[config.mk]
export PLATFORM = sky130hd
export DESIGN_NAME = spi_adc_scan_controller_flat
export DESIGN_NICKNAME = d
export VERILOG_FILES = /design/src/rtl/sasc_pkg.sv /design/src/rtl/sasc_in_if.sv /design/src/rtl/sasc_out_if.sv /design/src/rtl/spi_adc_scan_controller.sv /design/src/flat_wrapper.sv
export SDC_FILE = /design/constraint.sdc
export NUM_CORES = 1
export LEC_CHECK = 0
export BUFFER_PORTS_ARGS = -buffer_cell sky130_fd_sc_hd__buf_2
export CORE_MARGIN = 5
export CORE_UTILIZATION = 65
export CTS_BUF_LIST = sky130_fd_sc_hd__clkbuf_4
export DETAILED_ROUTE_END_ITERATION = 12
export MAX_ROUTING_LAYER = met4
export PLACE_DENSITY = 0.84
export SYNTH_ARGS = -nofsm -noshare
export SYNTH_HDL_FRONTEND = slang
export SYNTH_SLANG_ARGS = --single-unit
[constraint.sdc]
create_clock -name clk -period 8.95 [get_ports clk]
set_input_delay 1.79 -clock clk [delete_from_list [all_inputs] [get_ports clk]]
set_output_delay 1.79 -clock clk [all_outputs]
set_load 0.02 [all_outputs]
[src/rtl/sasc_pkg.sv]
// ----------------------------------------------------------------------------
// sasc_pkg
// Types and constants shared by the serial converter scan controller.
// ----------------------------------------------------------------------------
package sasc_pkg;

    localparam int OPCODE_W = 2;
    localparam int SLOT_W   = 3;
    localparam int VALUE_W  = 18;
    localparam int FILTER_W = 8;
    localparam int RANGE_W  = 4;
    localparam int ORDER_W  = 24;
    localparam int LENGTH_W = 4;
    localparam int CFG_IDX_W = 2;
    localparam int CFG_DATA_W = 24;
    localparam int SHIFT_W  = 24;
    localparam int BITCNT_W = 5;
    localparam int PROD_W   = 34;

    typedef enum logic [OPCODE_W-1:0] {
        OP_TICK = 2'd0,
        OP_INIT = 2'd1,
        OP_CAL  = 2'd2,
        OP_SPARE = 2'd3
    } opcode_t;

    typedef enum logic [1:0] {
        REQ_NONE = 2'd0,
        REQ_INIT = 2'd1,
        REQ_CAL  = 2'd2
    } req_t;

    typedef enum logic [CFG_IDX_W-1:0] {
        CFG_FILTER = 2'd0,
        CFG_RANGE  = 2'd1,
        CFG_ORDER  = 2'd2,
        CFG_LENGTH = 2'd3
    } cfg_idx_t;

    typedef enum logic [10:0] {
        PH_IDLE        = 11'b000_0000_0001,
        PH_W_FILTER    = 11'b000_0000_0010,
        PH_W_MODE_RUN  = 11'b000_0000_0100,
        PH_W_CTRL_SCAN = 11'b000_0000_1000,
        PH_READ        = 11'b000_0001_0000,
        PH_W_CTRL_CAL  = 11'b000_0010_0000,
        PH_W_ZERO      = 11'b000_0100_0000,
        PH_WAIT_ZERO   = 11'b000_1000_0000,
        PH_W_FULL      = 11'b001_0000_0000,
        PH_WAIT_FULL   = 11'b010_0000_0000,
        PH_W_MODE_END  = 11'b100_0000_0000
    } phase_t;

    // converter register addresses / comm bytes
    localparam logic [7:0] COMM_MODE   = 8'h01;
    localparam logic [7:0] COMM_CTRL   = 8'h02;
    localparam logic [7:0] COMM_FILTER = 8'h03;
    localparam logic [7:0] COMM_READ   = 8'h44;

    localparam logic [7:0] MODE_RUN  = 8'd3;
    localparam logic [7:0] MODE_ZERO = 8'd4;
    localparam logic [7:0] MODE_FULL = 8'd5;

    localparam logic [SLOT_W-1:0] CHANNEL_LAST = 3'd7;
    localparam logic [BITCNT_W-1:0] BYTE_BITS = 5'd8;

    // 10 uV scaling: (raw * 1000 + 2^15) >> 16
    localparam logic [PROD_W-1:0] SCALE_MUL   = 34'd1000;
    localparam logic [PROD_W-1:0] SCALE_ROUND = 34'd32768;
    localparam int SCALE_SHIFT = 16;

    localparam logic [FILTER_W-1:0] FILTER_RESET = 8'd82;
    localparam logic [RANGE_W-1:0]  RANGE_RESET  = 4'd15;
    localparam logic [ORDER_W-1:0]  ORDER_RESET  = 24'd11641406;
    localparam logic [LENGTH_W-1:0] LENGTH_RESET = 4'd8;

    function automatic logic [7:0] comm_byte(input phase_t ph);
        logic [7:0] b;
        case (ph)
            PH_W_FILTER:                  b = COMM_FILTER;
            PH_W_CTRL_SCAN, PH_W_CTRL_CAL: b = COMM_CTRL;
            PH_READ:                      b = COMM_READ;
            default:                      b = COMM_MODE;
        endcase
        return b;
    endfunction

endpackage

[src/rtl/sasc_in_if.sv]
// ----------------------------------------------------------------------------
// sasc_in_if
// Tick channel: opcode and sampled converter pins.
// ----------------------------------------------------------------------------
interface sasc_in_if
    import sasc_pkg::*;
();
    logic                valid;
    logic                ready;
    logic [OPCODE_W-1:0] opcode;
    logic                ready_n;
    logic                data_out_pin;

    modport source (output valid, output opcode, output ready_n, output data_out_pin,
                    input ready);
    modport sink   (input valid, input opcode, input ready_n, input data_out_pin,
                    output ready);
endinterface

[src/rtl/sasc_out_if.sv]
// ----------------------------------------------------------------------------
// sasc_out_if
// Result channel: bus levels, sample report and status.
// ----------------------------------------------------------------------------
interface sasc_out_if
    import sasc_pkg::*;
();
    logic               valid;
    logic               ready;
    logic               chip_select_n;
    logic               serial_clock;
    logic               data_in_pin;
    logic               sample_valid;
    logic [SLOT_W-1:0]  sample_slot;
    logic [VALUE_W-1:0] sample_value;
    logic               busy_res;
    logic               calibrating;

    modport source (output valid, output chip_select_n, output serial_clock,
                    output data_in_pin, output sample_valid, output sample_slot,
                    output sample_value, output busy_res, output calibrating,
                    input ready);
    modport sink   (input valid, input chip_select_n, input serial_clock,
                    input data_in_pin, input sample_valid, input sample_slot,
                    input sample_value, input busy_res, input calibrating,
                    output ready);
endinterface

[src/rtl/spi_adc_scan_controller.sv]
// ----------------------------------------------------------------------------
// spi_adc_scan_controller
// Half-bit sequencer for a serial sigma-delta converter: init, scan, calibrate.
//
//  channel | dir | payload
//  cmd     | in  | opcode, ready_n, data_out_pin
//  rsp     | out | chip_select_n, serial_clock, data_in_pin, sample_valid,
//          |     | sample_slot, sample_value, busy_res, calibrating
//  cfg     | in  | cfg_we, cfg_index, cfg_wdata (write only)
//
// One transaction per clock sustained while rsp is not stalled; a command passes the input register,
// then the sequencer step, scaling multiply and result register.
// Reset starts the init sequence; registers return to their defaults.
// A stalled rsp holds the result register; cmd stays ready while the input
// register is empty or drains into the result register.
// ----------------------------------------------------------------------------
module spi_adc_scan_controller
    import sasc_pkg::*;
#(
    parameter int SLOT_COUNT  = 8,
    parameter int SAMPLE_BITS = 24
)(
    input  logic                  clk,
    input  logic                  rst_n,
    sasc_in_if.sink               cmd,
    sasc_out_if.source            rsp,
    input  logic                  cfg_we,
    input  logic [CFG_IDX_W-1:0]  cfg_index,
    input  logic [CFG_DATA_W-1:0] cfg_wdata
);

    localparam logic [LENGTH_W-1:0] SLOTS_MAX = LENGTH_W'(SLOT_COUNT);
    localparam logic [BITCNT_W-1:0] READ_BITS = BITCNT_W'(SAMPLE_BITS);
    localparam int RAW_SHIFT = SHIFT_W - SAMPLE_BITS;

    // configuration
    logic [FILTER_W-1:0] filter_reg;
    logic [RANGE_W-1:0]  range_reg;
    logic [ORDER_W-1:0]  order_reg;
    logic [LENGTH_W-1:0] length_reg;

    // input register
    logic                in_vld_reg;
    logic [OPCODE_W-1:0] op_reg;
    logic                rdy_n_reg;
    logic                dout_reg;

    // sequencer state
    phase_t              phase_reg, phase_next;
    logic [BITCNT_W-1:0] bitcnt_reg, bitcnt_next;
    logic [SHIFT_W-1:0]  shift_reg, shift_next;
    logic [SLOT_W-1:0]   slot_reg, slot_next;
    logic [SLOT_W-1:0]   calch_reg, calch_next;
    req_t                pend_reg, pend_next;
    logic                frame_reg, frame_next;
    logic                sck_reg, sck_next;

    // result register
    logic                out_vld_reg;
    logic                cs_reg, cs_next;
    logic                sclk_reg, sclk_next;
    logic                din_reg, din_next;
    logic                sv_reg, sv_next;
    logic [SLOT_W-1:0]   sslot_reg, sslot_next;
    logic [VALUE_W-1:0]  sval_reg, sval_next;
    logic                busy_reg, busy_next;
    logic                cal_reg, cal_next;

    logic                advance;
    logic [SHIFT_W-1:0]  raw24;
    logic [PROD_W-1:0]   scaled;
    logic [LENGTH_W-1:0] scan_len;

    assign advance   = in_vld_reg && (!out_vld_reg || rsp.ready);
    assign cmd.ready = !in_vld_reg || advance;

    assign raw24  = SHIFT_W'(shift_reg[SAMPLE_BITS-1:0]) << RAW_SHIFT;
    assign scaled = (PROD_W'(raw24) * SCALE_MUL + SCALE_ROUND) >> SCALE_SHIFT;

    always_comb
    begin
        if (length_reg == '0)
            scan_len = LENGTH_W'(1);
        else if (length_reg > SLOTS_MAX)
            scan_len = SLOTS_MAX;
        else
            scan_len = length_reg;
    end

    always_comb
    begin
        logic                reading;
        logic [BITCNT_W-1:0] nbits;
        logic [7:0]          word;
        logic [SLOT_W-1:0]   scan_ch;
        logic [LENGTH_W-1:0] slot_inc;

        phase_next  = phase_reg;
        bitcnt_next = bitcnt_reg;
        shift_next  = shift_reg;
        slot_next   = slot_reg;
        calch_next  = calch_reg;
        frame_next  = frame_reg;
        sck_next    = sck_reg;
        pend_next   = pend_reg;

        cs_next    = 1'b1;
        sclk_next  = 1'b1;
        din_next   = 1'b0;
        sv_next    = 1'b0;
        sslot_next = '0;
        sval_next  = '0;

        reading  = (phase_reg == PH_READ) && frame_reg;
        nbits    = reading ? READ_BITS : BYTE_BITS;
        word     = frame_reg ? shift_reg[7:0] : comm_byte(phase_reg);
        scan_ch  = order_reg[SLOT_W*slot_reg +: SLOT_W];
        slot_inc = LENGTH_W'(slot_reg) + LENGTH_W'(1);

        if (op_reg == OP_INIT)
            pend_next = REQ_INIT;
        else if (op_reg == OP_CAL)
            pend_next = REQ_CAL;

        case (phase_reg)
            PH_IDLE:
            begin
                bitcnt_next = '0;
                frame_next  = 1'b0;
                sck_next    = 1'b0;
                if (pend_next == REQ_INIT)
                    phase_next = PH_W_FILTER;
                else if (pend_next == REQ_CAL)
                begin
                    calch_next = '0;
                    phase_next = PH_W_CTRL_CAL;
                end
                else if (!rdy_n_reg)
                    phase_next = PH_READ;
                pend_next = REQ_NONE;
            end
            PH_WAIT_ZERO:
            begin
                if (!rdy_n_reg)
                    phase_next = PH_W_FULL;
            end
            PH_WAIT_FULL:
            begin
                if (!rdy_n_reg)
                begin
                    if (calch_reg == CHANNEL_LAST)
                        phase_next = PH_W_MODE_END;
                    else
                    begin
                        calch_next = calch_reg + SLOT_W'(1);
                        phase_next = PH_W_CTRL_CAL;
                    end
                end
            end
            PH_W_FILTER, PH_W_MODE_RUN, PH_W_CTRL_SCAN, PH_READ,
            PH_W_CTRL_CAL, PH_W_ZERO, PH_W_FULL, PH_W_MODE_END:
            begin
                if (bitcnt_reg < nbits)
                begin
                    cs_next   = 1'b0;
                    sclk_next = sck_reg;
                    din_next  = reading ? 1'b0 : word[~bitcnt_reg[2:0]];
                    if (!sck_reg)
                    begin
                        if (reading)
                            shift_next = {shift_reg[SHIFT_W-2:0], dout_reg};
                        sck_next = 1'b1;
                    end
                    else
                    begin
                        sck_next    = 1'b0;
                        bitcnt_next = bitcnt_reg + BITCNT_W'(1);
                    end
                end
                else
                begin
                    bitcnt_next = '0;
                    sck_next    = 1'b0;
                    if (!frame_reg)
                    begin
                        frame_next = 1'b1;
                        case (phase_reg)
                            PH_W_FILTER:    shift_next = SHIFT_W'(filter_reg);
                            PH_W_CTRL_SCAN: shift_next = SHIFT_W'({1'b0, scan_ch, range_reg});
                            PH_W_CTRL_CAL:  shift_next = SHIFT_W'({1'b0, calch_reg, range_reg});
                            PH_W_ZERO:      shift_next = SHIFT_W'(MODE_ZERO);
                            PH_W_FULL:      shift_next = SHIFT_W'(MODE_FULL);
                            PH_READ:        shift_next = '0;
                            default:        shift_next = SHIFT_W'(MODE_RUN);
                        endcase
                    end
                    else
                    begin
                        frame_next = 1'b0;
                        case (phase_reg)
                            PH_W_FILTER:   phase_next = PH_W_MODE_RUN;
                            PH_W_MODE_RUN: phase_next = PH_W_CTRL_SCAN;
                            PH_READ:
                            begin
                                sv_next    = 1'b1;
                                sslot_next = slot_reg;
                                sval_next  = scaled[VALUE_W-1:0];
                                slot_next  = (slot_inc >= scan_len) ? '0 : slot_inc[SLOT_W-1:0];
                                phase_next = PH_W_CTRL_SCAN;
                            end
                            PH_W_CTRL_CAL: phase_next = PH_W_ZERO;
                            PH_W_ZERO:     phase_next = PH_WAIT_ZERO;
                            PH_W_FULL:     phase_next = PH_WAIT_FULL;
                            default:       phase_next = PH_IDLE;
                        endcase
                    end
                end
            end
            default:
            begin
                phase_next  = PH_IDLE;
                bitcnt_next = '0;
                frame_next  = 1'b0;
                sck_next    = 1'b0;
            end
        endcase

        busy_next = (phase_next != PH_IDLE) || (pend_next != REQ_NONE);
        cal_next  = (phase_next == PH_W_CTRL_CAL) || (phase_next == PH_W_ZERO)
                 || (phase_next == PH_WAIT_ZERO) || (phase_next == PH_W_FULL)
                 || (phase_next == PH_WAIT_FULL) || (phase_next == PH_W_MODE_END);
    end

    always_ff @(posedge clk or negedge rst_n)
    begin
        if (!rst_n)
        begin
            filter_reg <= FILTER_RESET;
            range_reg  <= RANGE_RESET;
            order_reg  <= ORDER_RESET;
            length_reg <= LENGTH_RESET;
        end
        else if (cfg_we)
        begin
            case (cfg_idx_t'(cfg_index))
                CFG_FILTER: filter_reg <= cfg_wdata[FILTER_W-1:0];
                CFG_RANGE:  range_reg  <= cfg_wdata[RANGE_W-1:0];
                CFG_ORDER:  order_reg  <= cfg_wdata[ORDER_W-1:0];
                CFG_LENGTH: length_reg <= cfg_wdata[LENGTH_W-1:0];
                default:    ;
            endcase
        end
    end

    always_ff @(posedge clk or negedge rst_n)
    begin
        if (!rst_n)
            in_vld_reg <= 1'b0;
        else if (cmd.ready)
            in_vld_reg <= cmd.valid;
    end

    always_ff @(posedge clk)
    begin
        if (cmd.ready && cmd.valid)
        begin
            op_reg    <= cmd.opcode;
            rdy_n_reg <= cmd.ready_n;
            dout_reg  <= cmd.data_out_pin;
        end
    end

    always_ff @(posedge clk or negedge rst_n)
    begin
        if (!rst_n)
        begin
            phase_reg  <= PH_W_FILTER;
            bitcnt_reg <= '0;
            shift_reg  <= '0;
            slot_reg   <= '0;
            calch_reg  <= '0;
            pend_reg   <= REQ_NONE;
            frame_reg  <= 1'b0;
            sck_reg    <= 1'b0;
        end
        else if (advance)
        begin
            phase_reg  <= phase_next;
            bitcnt_reg <= bitcnt_next;
            shift_reg  <= shift_next;
            slot_reg   <= slot_next;
            calch_reg  <= calch_next;
            pend_reg   <= pend_next;
            frame_reg  <= frame_next;
            sck_reg    <= sck_next;
        end
    end

    always_ff @(posedge clk or negedge rst_n)
    begin
        if (!rst_n)
            out_vld_reg <= 1'b0;
        else if (advance)
            out_vld_reg <= 1'b1;
        else if (rsp.ready)
            out_vld_reg <= 1'b0;
    end

    always_ff @(posedge clk)
    begin
        if (advance)
        begin
            cs_reg    <= cs_next;
            sclk_reg  <= sclk_next;
            din_reg   <= din_next;
            sv_reg    <= sv_next;
            sslot_reg <= sslot_next;
            sval_reg  <= sval_next;
            busy_reg  <= busy_next;
            cal_reg   <= cal_next;
        end
    end

    assign rsp.valid         = out_vld_reg;
    assign rsp.chip_select_n = cs_reg;
    assign rsp.serial_clock  = sclk_reg;
    assign rsp.data_in_pin   = din_reg;
    assign rsp.sample_valid  = sv_reg;
    assign rsp.sample_slot   = sslot_reg;
    assign rsp.sample_value  = sval_reg;
    assign rsp.busy_res      = busy_reg;
    assign rsp.calibrating   = cal_reg;

    // a reported sample always leaves the control write pending
    a_sample_busy: assert property (@(posedge clk) disable iff (!rst_n)
        (rsp.valid && rsp.sample_valid) |-> (rsp.busy_res && !rsp.calibrating))
        else $error("sample reported without control rewrite pending");

    a_cal_busy: assert property (@(posedge clk) disable iff (!rst_n)
        (rsp.valid && rsp.calibrating) |-> rsp.busy_res)
        else $error("calibrating while not busy");

    // deselected bus parks clock high and data low
    a_bus_park: assert property (@(posedge clk) disable iff (!rst_n)
        (rsp.valid && rsp.chip_select_n) |-> (rsp.serial_clock && !rsp.data_in_pin))
        else $error("bus not parked while deselected");

    a_value_range: assert property (@(posedge clk) disable iff (!rst_n)
        (rsp.valid && rsp.sample_valid) |-> (rsp.sample_value <= VALUE_W'(256000)))
        else $error("sample value out of range");

    // input register drains into result register whenever the result side is free
    a_drain: assert property (@(posedge clk) disable iff (!rst_n)
        (in_vld_reg && !out_vld_reg) |=> out_vld_reg)
        else $error("input register did not drain");

endmodule
[src/flat_wrapper.sv]
// flat-port wrapper written by rule: the top's interface ports become plain ports
module spi_adc_scan_controller_flat import sasc_pkg::*;
#(
    parameter int SLOT_COUNT  = 8,
    parameter int SAMPLE_BITS = 24
)
  (clk, rst_n, cfg_we, cfg_index, cfg_wdata, cmd_valid, cmd_opcode, cmd_ready_n, cmd_data_out_pin, cmd_ready, rsp_valid, rsp_chip_select_n, rsp_serial_clock, rsp_data_in_pin, rsp_sample_valid, rsp_sample_slot, rsp_sample_value, rsp_busy_res, rsp_calibrating, rsp_ready);
  sasc_in_if cmd_i ();
  sasc_out_if rsp_i ();
  input  logic clk;
  input  logic rst_n;
  input  logic cfg_we;
  input  logic [CFG_IDX_W-1:0] cfg_index;
  input  logic [CFG_DATA_W-1:0] cfg_wdata;
  input wire logic [$bits(cmd_i.valid)-1:0] cmd_valid;
  input wire logic [$bits(cmd_i.opcode)-1:0] cmd_opcode;
  input wire logic [$bits(cmd_i.ready_n)-1:0] cmd_ready_n;
  input wire logic [$bits(cmd_i.data_out_pin)-1:0] cmd_data_out_pin;
  output wire logic [$bits(cmd_i.ready)-1:0] cmd_ready;
  output wire logic [$bits(rsp_i.valid)-1:0] rsp_valid;
  output wire logic [$bits(rsp_i.chip_select_n)-1:0] rsp_chip_select_n;
  output wire logic [$bits(rsp_i.serial_clock)-1:0] rsp_serial_clock;
  output wire logic [$bits(rsp_i.data_in_pin)-1:0] rsp_data_in_pin;
  output wire logic [$bits(rsp_i.sample_valid)-1:0] rsp_sample_valid;
  output wire logic [$bits(rsp_i.sample_slot)-1:0] rsp_sample_slot;
  output wire logic [$bits(rsp_i.sample_value)-1:0] rsp_sample_value;
  output wire logic [$bits(rsp_i.busy_res)-1:0] rsp_busy_res;
  output wire logic [$bits(rsp_i.calibrating)-1:0] rsp_calibrating;
  input wire logic [$bits(rsp_i.ready)-1:0] rsp_ready;
  assign cmd_i.valid = cmd_valid;
  assign cmd_i.opcode = cmd_opcode;
  assign cmd_i.ready_n = cmd_ready_n;
  assign cmd_i.data_out_pin = cmd_data_out_pin;
  assign cmd_ready = cmd_i.ready;
  assign rsp_valid = rsp_i.valid;
  assign rsp_chip_select_n = rsp_i.chip_select_n;
  assign rsp_serial_clock = rsp_i.serial_clock;
  assign rsp_data_in_pin = rsp_i.data_in_pin;
  assign rsp_sample_valid = rsp_i.sample_valid;
  assign rsp_sample_slot = rsp_i.sample_slot;
  assign rsp_sample_value = rsp_i.sample_value;
  assign rsp_busy_res = rsp_i.busy_res;
  assign rsp_calibrating = rsp_i.calibrating;
  assign rsp_i.ready = rsp_ready;
  spi_adc_scan_controller #(.SLOT_COUNT(SLOT_COUNT), .SAMPLE_BITS(SAMPLE_BITS)) u_core (.clk(clk), .rst_n(rst_n), .cmd(cmd_i), .rsp(rsp_i), .cfg_we(cfg_we), .cfg_index(cfg_index), .cfg_wdata(cfg_wdata));
endmodule
==> impl_metrics.ini <==
[detailed_routing]
vias = 8039
remaining_drc_errors = 0
first_iter_violations = 650
vias_per_cell = 6.05
first_pass_iters = 7
drt-total-wl_um = 23100
ant_nets = 0
avgRoutedWirePerCell_um = 17.3

[setup_path]
path_class = reg -> reg
critPathCaptureType = flop
path_cells = inv_1, fa_1, fa_1, fa_1, fa_1, inv_1, ha_1, a21oi_1, o21ai_0, o21ai_1, nand3_1, xor2_1, nor4b_4, nand4_1, or3_1, a21oi_1
worst_path_max_delay_cell = fa_1
path_max_fanout = 9
worst_ep_required_time_ns = 9.34
cp.arrival_ns = 6.34
crit_family = adder cells
crit_top_cell = fa_1
slowest_delay_ns = 0.60
path_buf_inv = 2
cp-start-kind = flop

[timing]
rsz0062_at_grt = false
skew_ns = 0.0255
tns_ns = 0
maxSlewViolCount = 0
finalHoldViolCount = 0
period_minus_slack_ns = 5.95
slew_headroom_pct = 24.5
worst_pin_slew_ns = 1.13
period_share_pct = 66.5
fmaxAchievable_mhz = 168
setup_viol = 0

[global_route]
grt_max_degree = 77
grt_use_met3_pct = 4.35
grt_pass1_wl_um = 38600
track_usage_pct = 26.6
grt_pass1_vias = 7686
grt_overflow = 0
grtUsageMet2_pct = 39.5
busiest_layer = met2
grt_use_met1_pct = 38.7
antenna_found_initial = 1

[clock_tree]
clk_latency_ns = 0.57
cts_tree = done
cts-root-buf = clkbuf_4
clockBufferDepth = 2
clock-sinks = 123
hold_buffers = 0
clk_pin_slew_ns = 0.12
cts_resized = 0
postCtsSetupRepairBufs = 0
ctsHtreeMaxLevel = 4
numCtsBuffers = 17

[logic_synthesis]
synth_ff_type = dfrtp_1
syn_area_per_cell_um2 = 10.1
ys_warn_count = 0
async_flop_share_pct = 74.8
yosys.area.top_type_share_pct = 16.7
postSynthNetCount = 1253
synthCells = 1056
yosysSeqAreaShare_pct = 30.6
post-synth-top-area-cell = dfrtp_1
synth.most_common_cell = inv_1
synth_edf_count = 31
synth_area_leaders = dfrtp_1, fa_1, ha_1
synth-seq-cells = 123
yosys-top-cells-count = inv_1, nand2_1, fa_1
synthesis.area_mm2 = 0.0106
yosysUniqueCellTypes = 89

[finish]
finalNetCount = 1296
area_growth_pct = 6.42
multi_input_area_mm2 = 0.00669
num-fill-cells = 1195
final_layout_size_suffix_gt1_share_pct = 17.6
seq_area_mm2 = 0.00326
final_area_mm2 = 0.0113

[floorplan]
core_mm2 = 0.0160
io_pins = 64
die-area_mm2 = 0.0190
rows = 46
die_h_um = 138
start_util_pct = 66.5
die_x_um = 138

[pwr]
powerDensity_mw_per_mm2 = 128
power_leakage_nw = 5.01
peakVddDrop_mv = 0.136
power_mw = 1.45

[flow_run]
drv_cap = 0

[place]
portBuffers = 63
routabilityCongestion = 0.964
dpl.hpwl_um = 17700
placed_area_mm2 = 0.0111

[hold_path]
min_path_type = reg -> reg

[run_status]
outcome = completed
## stage by stage
step	setup slack [ns]	util [%]	hold slack [ns]	instances
after global placement	3.23	69.1	0.467	1296
after floorplan	3.77	-	0.457	1056
final	3.00	70.8	0.521	1329
after global routing	2.73	70.8	0.537	1329
after detailed placement	3.13	69.1	0.491	1296
after CTS	3.09	70.8	0.522	1328
## layout make-up
class                   instances  area share (%)
clock buffers                  17            1.13
clock inverters                15            1.26
inverters                     130            4.31
well taps                     216            2.39
repair buffers                 67            3.07
flip-flops and latches        123            28.8
diodes                          1          0.0221
multi-input cells             760            59.0
## routing by layer
metal / part of all wire (%) / vias up
met5: 0 / -
met1: 45 / 3924
met2: 47 / 275
met3: 6.1 / 30
li1: - / 3810
met4: 1.5 / 0
## worst register-to-register path: cells and delay by family, from the launching register on
kind	cells	cell delay (ns)
AOI/OAI and AO/OA	4	1.03
xor gates and xnor gates	1	0.36
adders and majority gates	5	2.48
buffers and inverters	2	0.27
DFF	1	0.52
and+or+nand+nor	4	1.13
## cell usage in the layout, fill, tap and decap left out, types with 17 or more instances in the layout
master,count
inv_1,130
nand2_1,93
fa_1,85
ha_1,77
dfrtp_1,71
buf_2,62
o21ai_0,56
nor2_1,48
mux2_2,41
a21oi_1,38
edfxtp_1,31
nand3_1,26
nor3_1,22
o31ai_1,21
dfstp_2,21
nand4_1,18
clkbuf_4,17
## kinds of logic after synthesis
logic type	after synthesis	synth area share, %
simple gates	306	15.3
flops	123	30.6
mux	55	6.63
fa+ha+maj	162	25.0
compound gates	213	13.9
xor+xnor	24	1.98
buf+inv	173	6.54
## path summary, 6_finish.rpt
check | start | endpoint | slack (ns) | depth (start not counted)
worst max register to register | u_core.raw24[7] | u_core.rsp.sample_value[14] | 3.00 | 16
max in group asynchronous | rst_n | u_core.slot_reg[0] | 6.62 | 2
worst max-delay path | u_core.raw24[7] | u_core.rsp.sample_value[14] | 3.00 | 16
worst min register to register | u_core.filter_reg[2] | u_core.filter_reg[2] | 0.52 | 1
worst min-delay path | u_core.filter_reg[2] | u_core.filter_reg[2] | 0.52 | 1
min in group asynchronous | rst_n | u_core.raw24[22] | 1.08 | 1
## report_power, final
group	total, mW	internal (mW)	switching (mW)
combinational	0.345	0.142	0.203
sequential	0.713	0.658	0.0555
clock	0.391	0.143	0.249
total	1.45	0.943	0.507
Power figures use the tool's default switching activity.
